--- config.mk ---
export PLATFORM = sky130hd
export DESIGN_NAME = ppm_p6_stream_parser_top
export DESIGN_NICKNAME = d
export VERILOG_FILES = /design/src/hw/rtl/ppmp6_pkg.sv /design/src/hw/rtl/ppmp6_core.sv /design/src/hw/rtl/ppm_p6_stream_parser_top.sv
export SDC_FILE = /design/constraint.sdc
export NUM_CORES = 1
export LEC_CHECK = 0
export ABC_AREA = 1
export BUFFER_PORTS_ARGS = -buffer_cell sky130_fd_sc_hd__buf_2
export CORE_UTILIZATION = 45
export CTS_CLUSTER_DIAMETER = 40
export CTS_CLUSTER_SIZE = 12
export DETAILED_ROUTE_END_ITERATION = 8
export SLEW_MARGIN = 20
export SYNTH_ARGS = -nofsm -noshare
export SYNTH_HDL_FRONTEND = slang
export SYNTH_HIERARCHICAL = 1
export SYNTH_SLANG_ARGS = --single-unit
--- constraint.sdc ---
create_clock -name clk -period 17 [get_ports clk]
set_clock_uncertainty 0.15 [all_clocks]
set_input_delay 5.1 -clock clk [delete_from_list [all_inputs] [get_ports clk]]
set_output_delay 5.1 -clock clk [all_outputs]
set_load 0.02 [all_outputs]
--- src/hw/rtl/ppmp6_pkg.sv ---
// ----------------------------------------------------------------------------
// ppmp6_pkg
// Shared types and constants of the PPM P6 stream parser.
// ----------------------------------------------------------------------------
package ppmp6_pkg;

	localparam int DIM_BITS_DEF = 16;
	localparam int MAXVAL_CAP   = 65536;
	localparam int WIDE_MIN     = 256;

	localparam logic [7:0] CH_LF    = 8'h0A;
	localparam logic [7:0] CH_SPACE = 8'h20;
	localparam logic [7:0] CH_TAB   = 8'h09;
	localparam logic [7:0] CH_CR    = 8'h0D;
	localparam logic [7:0] CH_HASH  = 8'h23;
	localparam logic [7:0] CH_P     = 8'h50;
	localparam logic [7:0] CH_SIX   = 8'h36;
	localparam logic [7:0] CH_ZERO  = 8'h30;
	localparam logic [7:0] CH_NINE  = 8'h39;

	typedef enum logic [3:0] {
		PH_MAGIC = 4'd0,
		PH_CHK_W = 4'd1,
		PH_CMT_W = 4'd2,
		PH_NUM_W = 4'd3,
		PH_CHK_H = 4'd4,
		PH_CMT_H = 4'd5,
		PH_NUM_H = 4'd6,
		PH_CHK_M = 4'd7,
		PH_CMT_M = 4'd8,
		PH_NUM_M = 4'd9,
		PH_CHK_D = 4'd10,
		PH_CMT_D = 4'd11,
		PH_DATA  = 4'd12,
		PH_DONE  = 4'd13,
		PH_ERR   = 4'd14
	} phase_t;

	typedef enum logic [1:0] {
		KIND_HEADER = 2'd0,
		KIND_SAMPLE = 2'd1,
		KIND_ERROR  = 2'd2
	} kind_t;

	typedef enum logic [1:0] {
		ERR_MAGIC  = 2'd0,
		ERR_NO_WS  = 2'd1,
		ERR_NUMBER = 2'd2,
		ERR_MAXVAL = 2'd3
	} err_t;

	typedef enum logic [1:0] {
		NUM_WIDTH  = 2'd0,
		NUM_HEIGHT = 2'd1,
		NUM_MAXVAL = 2'd2
	} num_sel_t;

	localparam logic [1:0] CH_BLUE = 2'd2;

	typedef struct packed {
		kind_t       kind;
		logic [15:0] width;
		logic [15:0] height;
		logic        wide;
		logic [15:0] sample;
		logic [1:0]  chan;
		logic [15:0] col;
		logic [15:0] row;
		logic        last;
		err_t        err;
	} result_t;

	function automatic logic is_ws(input logic [7:0] b);
		return (b == CH_SPACE) || ((b >= CH_TAB) && (b <= CH_CR));
	endfunction

endpackage

--- src/hw/rtl/ppmp6_core.sv ---
// ----------------------------------------------------------------------------
// ppmp6_core
// Parser state and per-byte decode: header tokens, numbers, comments and
// pixel samples. One byte is consumed on each accept.
// ----------------------------------------------------------------------------
module ppmp6_core
	import ppmp6_pkg::*;
#(
	parameter int DIM_BITS = DIM_BITS_DEF
) (
	input  logic       clk,
	input  logic       arst_n,
	input  logic       accept,
	input  logic [7:0] data_byte,
	input  logic       start_of_file,
	output logic       res_valid,
	output result_t    res
);

	localparam int ACC_W = ((DIM_BITS > 16) ? DIM_BITS : 16) + 4;
	localparam logic [ACC_W-1:0] DIM_MAX = ACC_W'((64'd1 << DIM_BITS) - 64'd1);
	localparam logic [ACC_W-1:0] MAX_LIM = ACC_W'(MAXVAL_CAP - 1);
	localparam logic [ACC_W-1:0] CAP     = ACC_W'(MAXVAL_CAP);
	localparam logic [ACC_W-1:0] WIDE_LO = ACC_W'(WIDE_MIN);
	localparam logic [ACC_W-1:0] TEN     = ACC_W'(10);

	phase_t              phase_q,  phase_d,  e_phase;
	logic [1:0]          magic_q,  magic_d,  e_magic;
	logic [ACC_W-1:0]    acc_q,    acc_d,    e_acc;
	logic                seen_q,   seen_d,   e_seen;
	logic [DIM_BITS-1:0] w_q,      w_d,      e_w;
	logic [DIM_BITS-1:0] h_q,      h_d,      e_h;
	logic                two_q,    two_d,    e_two;
	logic [7:0]          hold_q,   hold_d,   e_hold;
	logic                half_q,   half_d,   e_half;
	logic [1:0]          chan_q,   chan_d,   e_chan;
	logic [DIM_BITS-1:0] col_q,    col_d,    e_col;
	logic [DIM_BITS-1:0] row_q,    row_d,    e_row;

	logic                is_digit;
	logic                ws;
	logic [ACC_W-1:0]    acc_mul;
	logic [ACC_W-1:0]    limit;
	num_sel_t            which;
	logic                do_num;
	logic                do_data;
	logic [15:0]         smp;
	logic [DIM_BITS-1:0] col_inc;
	logic [DIM_BITS-1:0] row_inc;
	logic [31:0]         w32, h32, c32, r32;
	logic                hdr_two;

	always_comb begin
		if (start_of_file) begin
			e_phase = PH_MAGIC;
			e_magic = '0;
			e_acc   = '0;
			e_seen  = 1'b0;
			e_w     = '0;
			e_h     = '0;
			e_two   = 1'b0;
			e_hold  = '0;
			e_half  = 1'b0;
			e_chan  = '0;
			e_col   = '0;
			e_row   = '0;
		end else begin
			e_phase = phase_q;
			e_magic = magic_q;
			e_acc   = acc_q;
			e_seen  = seen_q;
			e_w     = w_q;
			e_h     = h_q;
			e_two   = two_q;
			e_hold  = hold_q;
			e_half  = half_q;
			e_chan  = chan_q;
			e_col   = col_q;
			e_row   = row_q;
		end
	end

	assign is_digit = (data_byte >= CH_ZERO) && (data_byte <= CH_NINE);
	assign ws       = is_ws(data_byte);
	assign acc_mul  = ACC_W'(e_acc * TEN) + ACC_W'(data_byte - CH_ZERO);
	assign col_inc  = e_col + 1'b1;
	assign row_inc  = e_row + 1'b1;
	assign w32      = 32'(e_w);
	assign h32      = 32'(e_h);
	assign c32      = 32'(e_col);
	assign r32      = 32'(e_row);
	assign smp      = e_two ? {e_hold, data_byte} : {8'h00, data_byte};
	assign hdr_two  = (e_acc >= WIDE_LO);

	always_comb begin
		unique case (e_phase)
			PH_CHK_H, PH_CMT_H, PH_NUM_H: which = NUM_HEIGHT;
			PH_CHK_M, PH_CMT_M, PH_NUM_M: which = NUM_MAXVAL;
			default:                      which = NUM_WIDTH;
		endcase
		limit = (which == NUM_MAXVAL) ? MAX_LIM : DIM_MAX;
	end

	always_comb begin
		phase_d   = e_phase;
		magic_d   = e_magic;
		acc_d     = e_acc;
		seen_d    = e_seen;
		w_d       = e_w;
		h_d       = e_h;
		two_d     = e_two;
		hold_d    = e_hold;
		half_d    = e_half;
		chan_d    = e_chan;
		col_d     = e_col;
		row_d     = e_row;
		res_valid = 1'b0;
		res       = '0;
		do_num    = 1'b0;
		do_data   = 1'b0;

		unique case (e_phase)
			PH_MAGIC: begin
				if (e_magic == 2'd0) begin
					if (!ws) begin
						if (data_byte != CH_P) begin
							phase_d   = PH_ERR;
							res_valid = 1'b1;
							res.kind  = KIND_ERROR;
							res.err   = ERR_MAGIC;
						end else begin
							magic_d = 2'd1;
						end
					end
				end else if (e_magic == 2'd1) begin
					if (data_byte != CH_SIX) begin
						phase_d   = PH_ERR;
						res_valid = 1'b1;
						res.kind  = KIND_ERROR;
						res.err   = ERR_MAGIC;
					end else begin
						magic_d = 2'd2;
					end
				end else if (!ws) begin
					phase_d   = PH_ERR;
					res_valid = 1'b1;
					res.kind  = KIND_ERROR;
					res.err   = ERR_NO_WS;
				end else begin
					phase_d = PH_CHK_W;
				end
			end
			PH_CHK_W, PH_CHK_H, PH_CHK_M: begin
				if (data_byte == CH_HASH) begin
					unique case (which)
						NUM_HEIGHT: phase_d = PH_CMT_H;
						NUM_MAXVAL: phase_d = PH_CMT_M;
						default:    phase_d = PH_CMT_W;
					endcase
				end else begin
					unique case (which)
						NUM_HEIGHT: phase_d = PH_NUM_H;
						NUM_MAXVAL: phase_d = PH_NUM_M;
						default:    phase_d = PH_NUM_W;
					endcase
					do_num = 1'b1;
				end
			end
			PH_CMT_W, PH_CMT_H, PH_CMT_M: begin
				if (data_byte == CH_LF) begin
					unique case (which)
						NUM_HEIGHT: phase_d = PH_NUM_H;
						NUM_MAXVAL: phase_d = PH_NUM_M;
						default:    phase_d = PH_NUM_W;
					endcase
				end
			end
			PH_NUM_W, PH_NUM_H, PH_NUM_M: do_num = 1'b1;
			PH_CHK_D: begin
				if (data_byte == CH_HASH) begin
					phase_d = PH_CMT_D;
				end else begin
					do_data = 1'b1;
				end
			end
			PH_CMT_D: begin
				if (data_byte == CH_LF) begin
					phase_d = ((e_w == '0) || (e_h == '0)) ? PH_DONE : PH_DATA;
				end
			end
			PH_DATA: do_data = 1'b1;
			default: ;
		endcase

		// decimal number byte
		if (do_num) begin
			if (is_digit) begin
				acc_d  = acc_mul;
				seen_d = 1'b1;
				if (acc_mul > limit) begin
					if (which != NUM_MAXVAL) begin
						phase_d   = PH_ERR;
						res_valid = 1'b1;
						res.kind  = KIND_ERROR;
						res.err   = ERR_NUMBER;
					end else begin
						acc_d = CAP;
					end
				end
			end else if (!ws) begin
				phase_d   = PH_ERR;
				res_valid = 1'b1;
				res.kind  = KIND_ERROR;
				res.err   = e_seen ? ERR_NO_WS : ERR_NUMBER;
			end else if (e_seen) begin
				seen_d = 1'b0;
				acc_d  = '0;
				unique case (which)
					NUM_WIDTH: begin
						w_d     = e_acc[DIM_BITS-1:0];
						phase_d = PH_CHK_H;
					end
					NUM_HEIGHT: begin
						h_d     = e_acc[DIM_BITS-1:0];
						phase_d = PH_CHK_M;
					end
					default: begin
						if ((e_acc == '0) || (e_acc >= CAP)) begin
							phase_d   = PH_ERR;
							res_valid = 1'b1;
							res.kind  = KIND_ERROR;
							res.err   = ERR_MAXVAL;
						end else begin
							two_d      = hdr_two;
							phase_d    = PH_CHK_D;
							res_valid  = 1'b1;
							res.kind   = KIND_HEADER;
							res.width  = w32[15:0];
							res.height = h32[15:0];
							res.wide   = hdr_two;
						end
					end
				endcase
			end
		end

		// image data byte
		if (do_data) begin
			if ((e_w == '0) || (e_h == '0)) begin
				phase_d = PH_DONE;
			end else begin
				phase_d = PH_DATA;
				if (e_two && !e_half) begin
					hold_d = data_byte;
					half_d = 1'b1;
				end else begin
					half_d     = 1'b0;
					res_valid  = 1'b1;
					res.kind   = KIND_SAMPLE;
					res.width  = w32[15:0];
					res.height = h32[15:0];
					res.wide   = e_two;
					res.sample = smp;
					res.chan   = e_chan;
					res.col    = c32[15:0];
					res.row    = r32[15:0];
					res.last   = (e_chan == CH_BLUE) && (col_inc == e_w) && (row_inc == e_h);
					if (e_chan == CH_BLUE) begin
						chan_d = '0;
						if (col_inc == e_w) begin
							col_d = '0;
							row_d = row_inc;
							if (row_inc == e_h) begin
								phase_d = PH_DONE;
							end
						end else begin
							col_d = col_inc;
						end
					end else begin
						chan_d = e_chan + 1'b1;
					end
				end
			end
		end
	end

	always_ff @(posedge clk or negedge arst_n) begin
		if (!arst_n) begin
			phase_q <= PH_MAGIC;
			magic_q <= '0;
			acc_q   <= '0;
			seen_q  <= 1'b0;
			w_q     <= '0;
			h_q     <= '0;
			two_q   <= 1'b0;
			hold_q  <= '0;
			half_q  <= 1'b0;
			chan_q  <= '0;
			col_q   <= '0;
			row_q   <= '0;
		end else if (accept) begin
			phase_q <= phase_d;
			magic_q <= magic_d;
			acc_q   <= acc_d;
			seen_q  <= seen_d;
			w_q     <= w_d;
			h_q     <= h_d;
			two_q   <= two_d;
			hold_q  <= hold_d;
			half_q  <= half_d;
			chan_q  <= chan_d;
			col_q   <= col_d;
			row_q   <= row_d;
		end
	end

	// counters stay inside the image
	a_col_range: assert property (@(posedge clk) disable iff (!arst_n)
		(phase_q == PH_DATA) |-> (col_q < w_q) && (row_q < h_q))
		else $error("pixel position outside image");

	a_chan_range: assert property (@(posedge clk) disable iff (!arst_n)
		chan_q != 2'd3)
		else $error("channel count overflow");

	a_half_narrow: assert property (@(posedge clk) disable iff (!arst_n)
		half_q |-> two_q)
		else $error("byte half set in one-byte mode");

	a_err_sticky: assert property (@(posedge clk) disable iff (!arst_n)
		(accept && (phase_q == PH_ERR) && !start_of_file) |=> (phase_q == PH_ERR))
		else $error("error state left without file start");

endmodule

--- src/hw/rtl/ppm_p6_stream_parser_top.sv ---
// ----------------------------------------------------------------------------
// ppm_p6_stream_parser_top
// Binary PPM (P6) byte stream parser with header, sample and error results.
// ----------------------------------------------------------------------------
// a result is registered and valid in the cycle after its byte is accepted
// throughput: one byte per cycle, limited only by the single result register
// in_ready drops only while a result waits and out_ready is low
// reset: asynchronous, parser returns to the magic search, no result pending
// start_of_file clears the parser before its byte is decoded
module ppm_p6_stream_parser_top
	import ppmp6_pkg::*;
#(
	parameter int DIM_BITS = DIM_BITS_DEF
) (
	input  logic        clk,
	input  logic        arst_n,
	input  logic        in_valid,
	output logic        in_ready,
	input  logic [7:0]  data_byte,
	input  logic        start_of_file,
	output logic        out_valid,
	input  logic        out_ready,
	output logic [1:0]  result_kind,
	output logic [15:0] image_width,
	output logic [15:0] image_height,
	output logic        wide_samples,
	output logic [15:0] sample_value,
	output logic [1:0]  channel,
	output logic [15:0] pixel_column,
	output logic [15:0] pixel_row,
	output logic        last_of_image,
	output logic [1:0]  error_code
);

	logic    accept;
	logic    res_valid;
	result_t res;
	result_t res_q;
	logic    valid_q;

	assign in_ready = !valid_q || out_ready;
	assign accept   = in_valid && in_ready;

	ppmp6_core #(
		.DIM_BITS (DIM_BITS)
	) u_core (
		.clk           (clk),
		.arst_n        (arst_n),
		.accept        (accept),
		.data_byte     (data_byte),
		.start_of_file (start_of_file),
		.res_valid     (res_valid),
		.res           (res)
	);

	always_ff @(posedge clk or negedge arst_n) begin
		if (!arst_n) begin
			valid_q <= 1'b0;
		end else if (in_ready) begin
			valid_q <= accept && res_valid;
		end
	end

	always_ff @(posedge clk) begin
		if (accept && res_valid) begin
			res_q <= res;
		end
	end

	assign out_valid     = valid_q;
	assign result_kind   = res_q.kind;
	assign image_width   = res_q.width;
	assign image_height  = res_q.height;
	assign wide_samples  = res_q.wide;
	assign sample_value  = res_q.sample;
	assign channel       = res_q.chan;
	assign pixel_column  = res_q.col;
	assign pixel_row     = res_q.row;
	assign last_of_image = res_q.last;
	assign error_code    = res_q.err;

	a_kind_valid: assert property (@(posedge clk) disable iff (!arst_n)
		out_valid |-> (result_kind == KIND_HEADER) || (result_kind == KIND_SAMPLE) ||
			(result_kind == KIND_ERROR))
		else $error("bad result kind");

	a_last_blue: assert property (@(posedge clk) disable iff (!arst_n)
		(out_valid && last_of_image) |-> (result_kind == KIND_SAMPLE) && (channel == CH_BLUE))
		else $error("last mark on non-blue item");

	a_err_clean: assert property (@(posedge clk) disable iff (!arst_n)
		(out_valid && (result_kind == KIND_ERROR)) |->
			(sample_value == '0) && (image_width == '0) && !last_of_image)
		else $error("error item carries data");

	a_hold: assert property (@(posedge clk) disable iff (!arst_n)
		(out_valid && !out_ready) |=> out_valid && $stable(res_q))
		else $error("pending item lost");

endmodule

==> summary.md <==
| Metric | Value |
|---|---|
| Post-Layout Cell Count | approximately 2300 |
| Worst r2r src | u_core/acc_q[1] |
| Core ar. | around 29000 um^2 |
| Setup violations, final | 0 |
| Mean Syn Cell Area | 7.09 um^2 |
| Worst-path clk slew | around 80 ps |
| Setup TNS | 0 ps |
| DR WL/cell | roughly 17 um |
| Largest net degree at the start of global routing | slightly above 100 |
| Slowest CP cell | buf_4 |
| Final WL | between 40000 and 50000 um |
| EDFF count, synth | 88 |
| Hold Violations, Final | 0 |
| Placement Cell Area | about 14000 um^2 |
| Area of the multi-input gates | 6860 um^2 |
| TritonCTS clock tree | done |
| RSZ-0062 raised after global routing | no |
| Detailed Routing Iterations Pass 1 | 6 |
| Yosys warning count | 6 |
| DRT antenna net count | 0 |
| Die width | ~170 um |
| Synth unique cells | 54 |
| Share of cells above drive strength 1 | about a tenth |
| PwrDens | ~120 nW/um^2 |
| Gr ovfl total | 0 |
| Sequential element share of the synthesized area | between 30% and 40% |
| Worst Tran Pin Value | about 1100 ps |
| CTS buffer count | 17 |
| CP Max Fanout | 63 |
| Hold_buf cts | 0 |
| H-tree Lvls | 4 |
| Hold depth | 2 |
| Leakage | about 7 nW |
| Fin area | roughly 15000 um^2 |
| Fillers | about 3000 |
| Worst Path Required | 16920 ps |
| Most common cell after layout, fill and taps aside | nand2_1 |
| WP data arrival | 11460 ps |
| Async SR Flop Fraction | 54.2% |
| DIE HEIGHT | ~170 um |
| Min-Delay Endpoint | u_core/h_q[11] |
| GRT Util Overall | a little over a quarter |
| Inst Count DP | 2309 |
| Number of remaining DRC errors | 0 |
| Vias per cell | between 5 and 6 |
| Final nets | about 2000 |
| Fin crit share | ~68% |
| CTS root buffer | clkbuf_16 |
| Synthesized net count | around 1900 |
| Prevailing post-synth register cell | dfrtp_1 |
| Diode count | 0 |
| First-pass GRT wire length | between 60000 and 70000 um |
| FF+latch area | roughly 5200 um^2 |
| Num rows | 62 |
| Max_cap viols | 0 |
| DP Wirelength | 29900 um |
| Final Critical Period | about 12000 ps |
| Area of the mapped netlist | around 13000 um^2 |
| Vias | between 10000 and 15000 |
| Yosys reg bits | between 150 and 200 |
| Final slew viol count | 0 |
| Worst slew margin | between 20% and 30% |
| Initial drt markers | 1063 |
| Most used cell along the critical path | nand2_1 |
| Layout area overhead | 10.1% |
| Port bufs | between 100 and 150 |
| Post-CTS Setup Bufs | 0 |
| Longest Clk Path Bufs | 2 |
| Worst Hold Launch | u_core/h_q[11] |
| Worst R2R Setup Slack | around 10000 ps |
| Final Power | roughly 1.8 mW |
| Initial antenna violation count | 0 |
| RR Endpoint | sample_value[8] |
| GP Congestion | about 0.95 |
| Critical path launch point type | primary input |
| Slowest stage delay, CP | just under 800 ps |
| Initial core utilization | 46.1% |
| Fmax | 0.0866 GHz |
| R2R depth | 34 |
| Outcome | finished, final reports clean |
| Commonest cells after routing, fill and taps aside | 470 x nand2_1, 276 x nor2_1, 223 x inv_1 |
| Synthesized instance count | 1877 |
| Setup crit start | start_of_file |
| Setup crit end kind | register |
| Number of global-route vias before repair | 11900 |
| HP Class | reg -> reg |
| Later-pin clock latency in the skew report | 440 ps |
| Critical path class | in -> reg |
| IO Pins | roughly 100 |
| Worst VDD drop | between 0.06 and 0.07 mV |
| Post-CTS Resized | 0 |
| Die ar. | approximately 30000 um^2 |
| CTS sink count | about 190 |
==> layer usage <==
layer	share of wire, %	GRT usage, %	up-vias	routed length, um
met3	5.1	3.37	51	2060
li1	-	-	6349	-
met1	47	38.0	5975	18800
met4	2.7	9.61	0	1090
met2	45	42.9	424	18300
met5	0	0	-	0
==> area by class of cell <==
class | count | share of cell area [%]
clock inverters | 14 | 1.03
repair buffers | 112 | 4.02
flip-flops and latches | 192 | 35.8
clock buffers | 18 | 2.93
well taps | 384 | 3.28
multi-input cells | 1386 | 46.9
inverters | 235 | 6.05
==> cell usage after synthesis, drive strengths merged, types with 2 or more instances <==
| cell type | instances | share of area, % |
|---|---|---|
| a211oi | 2 | 0.11 |
| a21boi | 2 | 0.11 |
| a21o | 3 | 0.17 |
| a21oi | 101 | 3.8 |
| a22oi | 16 | 0.90 |
| a31oi | 24 | 1.2 |
| buf | 36 | 1.6 |
| clkbuf | 28 | 0.79 |
| clkinv | 2 | 0.056 |
| dfrtp | 104 | 20 |
| edfxtp | 88 | 20 |
| ha | 47 | 4.4 |
| inv | 233 | 6.6 |
| nand2 | 481 | 14 |
| nand3 | 127 | 5.0 |
| nand3b | 9 | 0.51 |
| nand4 | 45 | 2.1 |
| nor2 | 290 | 8.5 |
| nor3 | 35 | 1.4 |
| nor4 | 2 | 0.094 |
| o211ai | 7 | 0.40 |
| o21a | 2 | 0.11 |
| o21ai | 132 | 5.0 |
| o21bai | 2 | 0.11 |
| o22ai | 6 | 0.28 |
| o31ai | 3 | 0.17 |
| o32ai | 3 | 0.34 |
| xnor2 | 18 | 1.2 |
| xor2 | 18 | 1.2 |
==> logic make-up after synthesis <==
family	share of synthesized area [%]
and+or+nand+nor	31.5
AOI/OAI and AO/OA	13.1
adders and majority gates	4.57
DFF	39.4
xor gates and xnor gates	2.37
buffers and inverters	9.04
==> power by group <==
part | internal (mW) | total [mW] | leakage (nW) | switching, mW
Clock | 0.208 | 0.402 | 0.279 | 0.194
Combinational | 0.228 | 0.776 | 4.51 | 0.547
Sequential | 0.594 | 0.644 | 2.22 | 0.0494
==> sequential cells by signal (all words and copies together), names as in the netlist, 4 cells and up <==
| signal | flops |
|---|---|
| image_height | 16 |
| pixel_column | 16 |
| u_core/h_q | 16 |
| u_core/col_q | 16 |
| u_core/w_q | 16 |
| u_core/phase_q | 4 |
| image_width | 16 |
| pixel_row | 16 |
| u_core/hold_q | 8 |
| u_core/acc_q | 20 |
| sample_value | 16 |
| u_core/row_q | 16 |
==> stage by stage <==
stage,setup WS (ps),hold WS [ps],util [%]
6_report,5450,332,50.7
5_1_grt,4740,351,50.7
3_3_place_gp,5190,312,48.7
3_5_place_dp,5020,315,48.7
2_1_floorplan,5170,299,-
4_1_cts,5470,334,50.7
==> critical path: cells and delay by family <==
kind	cells	cell delay [ps]
simple gates	19	2490
compound gates	8	1160
fa+ha+maj	2	700
xor+xnor	1	140
buf+inv	5	1790
==> worst max-delay path by stage <==
| stage | end | slack [ps] | cells after the start |
|---|---|---|---|
| after detailed placement | pixel_row[8] | 5020 | 35 |
| after global placement | pixel_row[10] | 5190 | 35 |
| after CTS | pixel_row[11] | 5470 | 35 |
| after floorplan | channel[0] | 5170 | 34 |
| final | sample_value[8] | 5450 | 35 |
| after global routing | sample_value[8] | 4740 | 34 |
(Power assumes the default switching activity.)
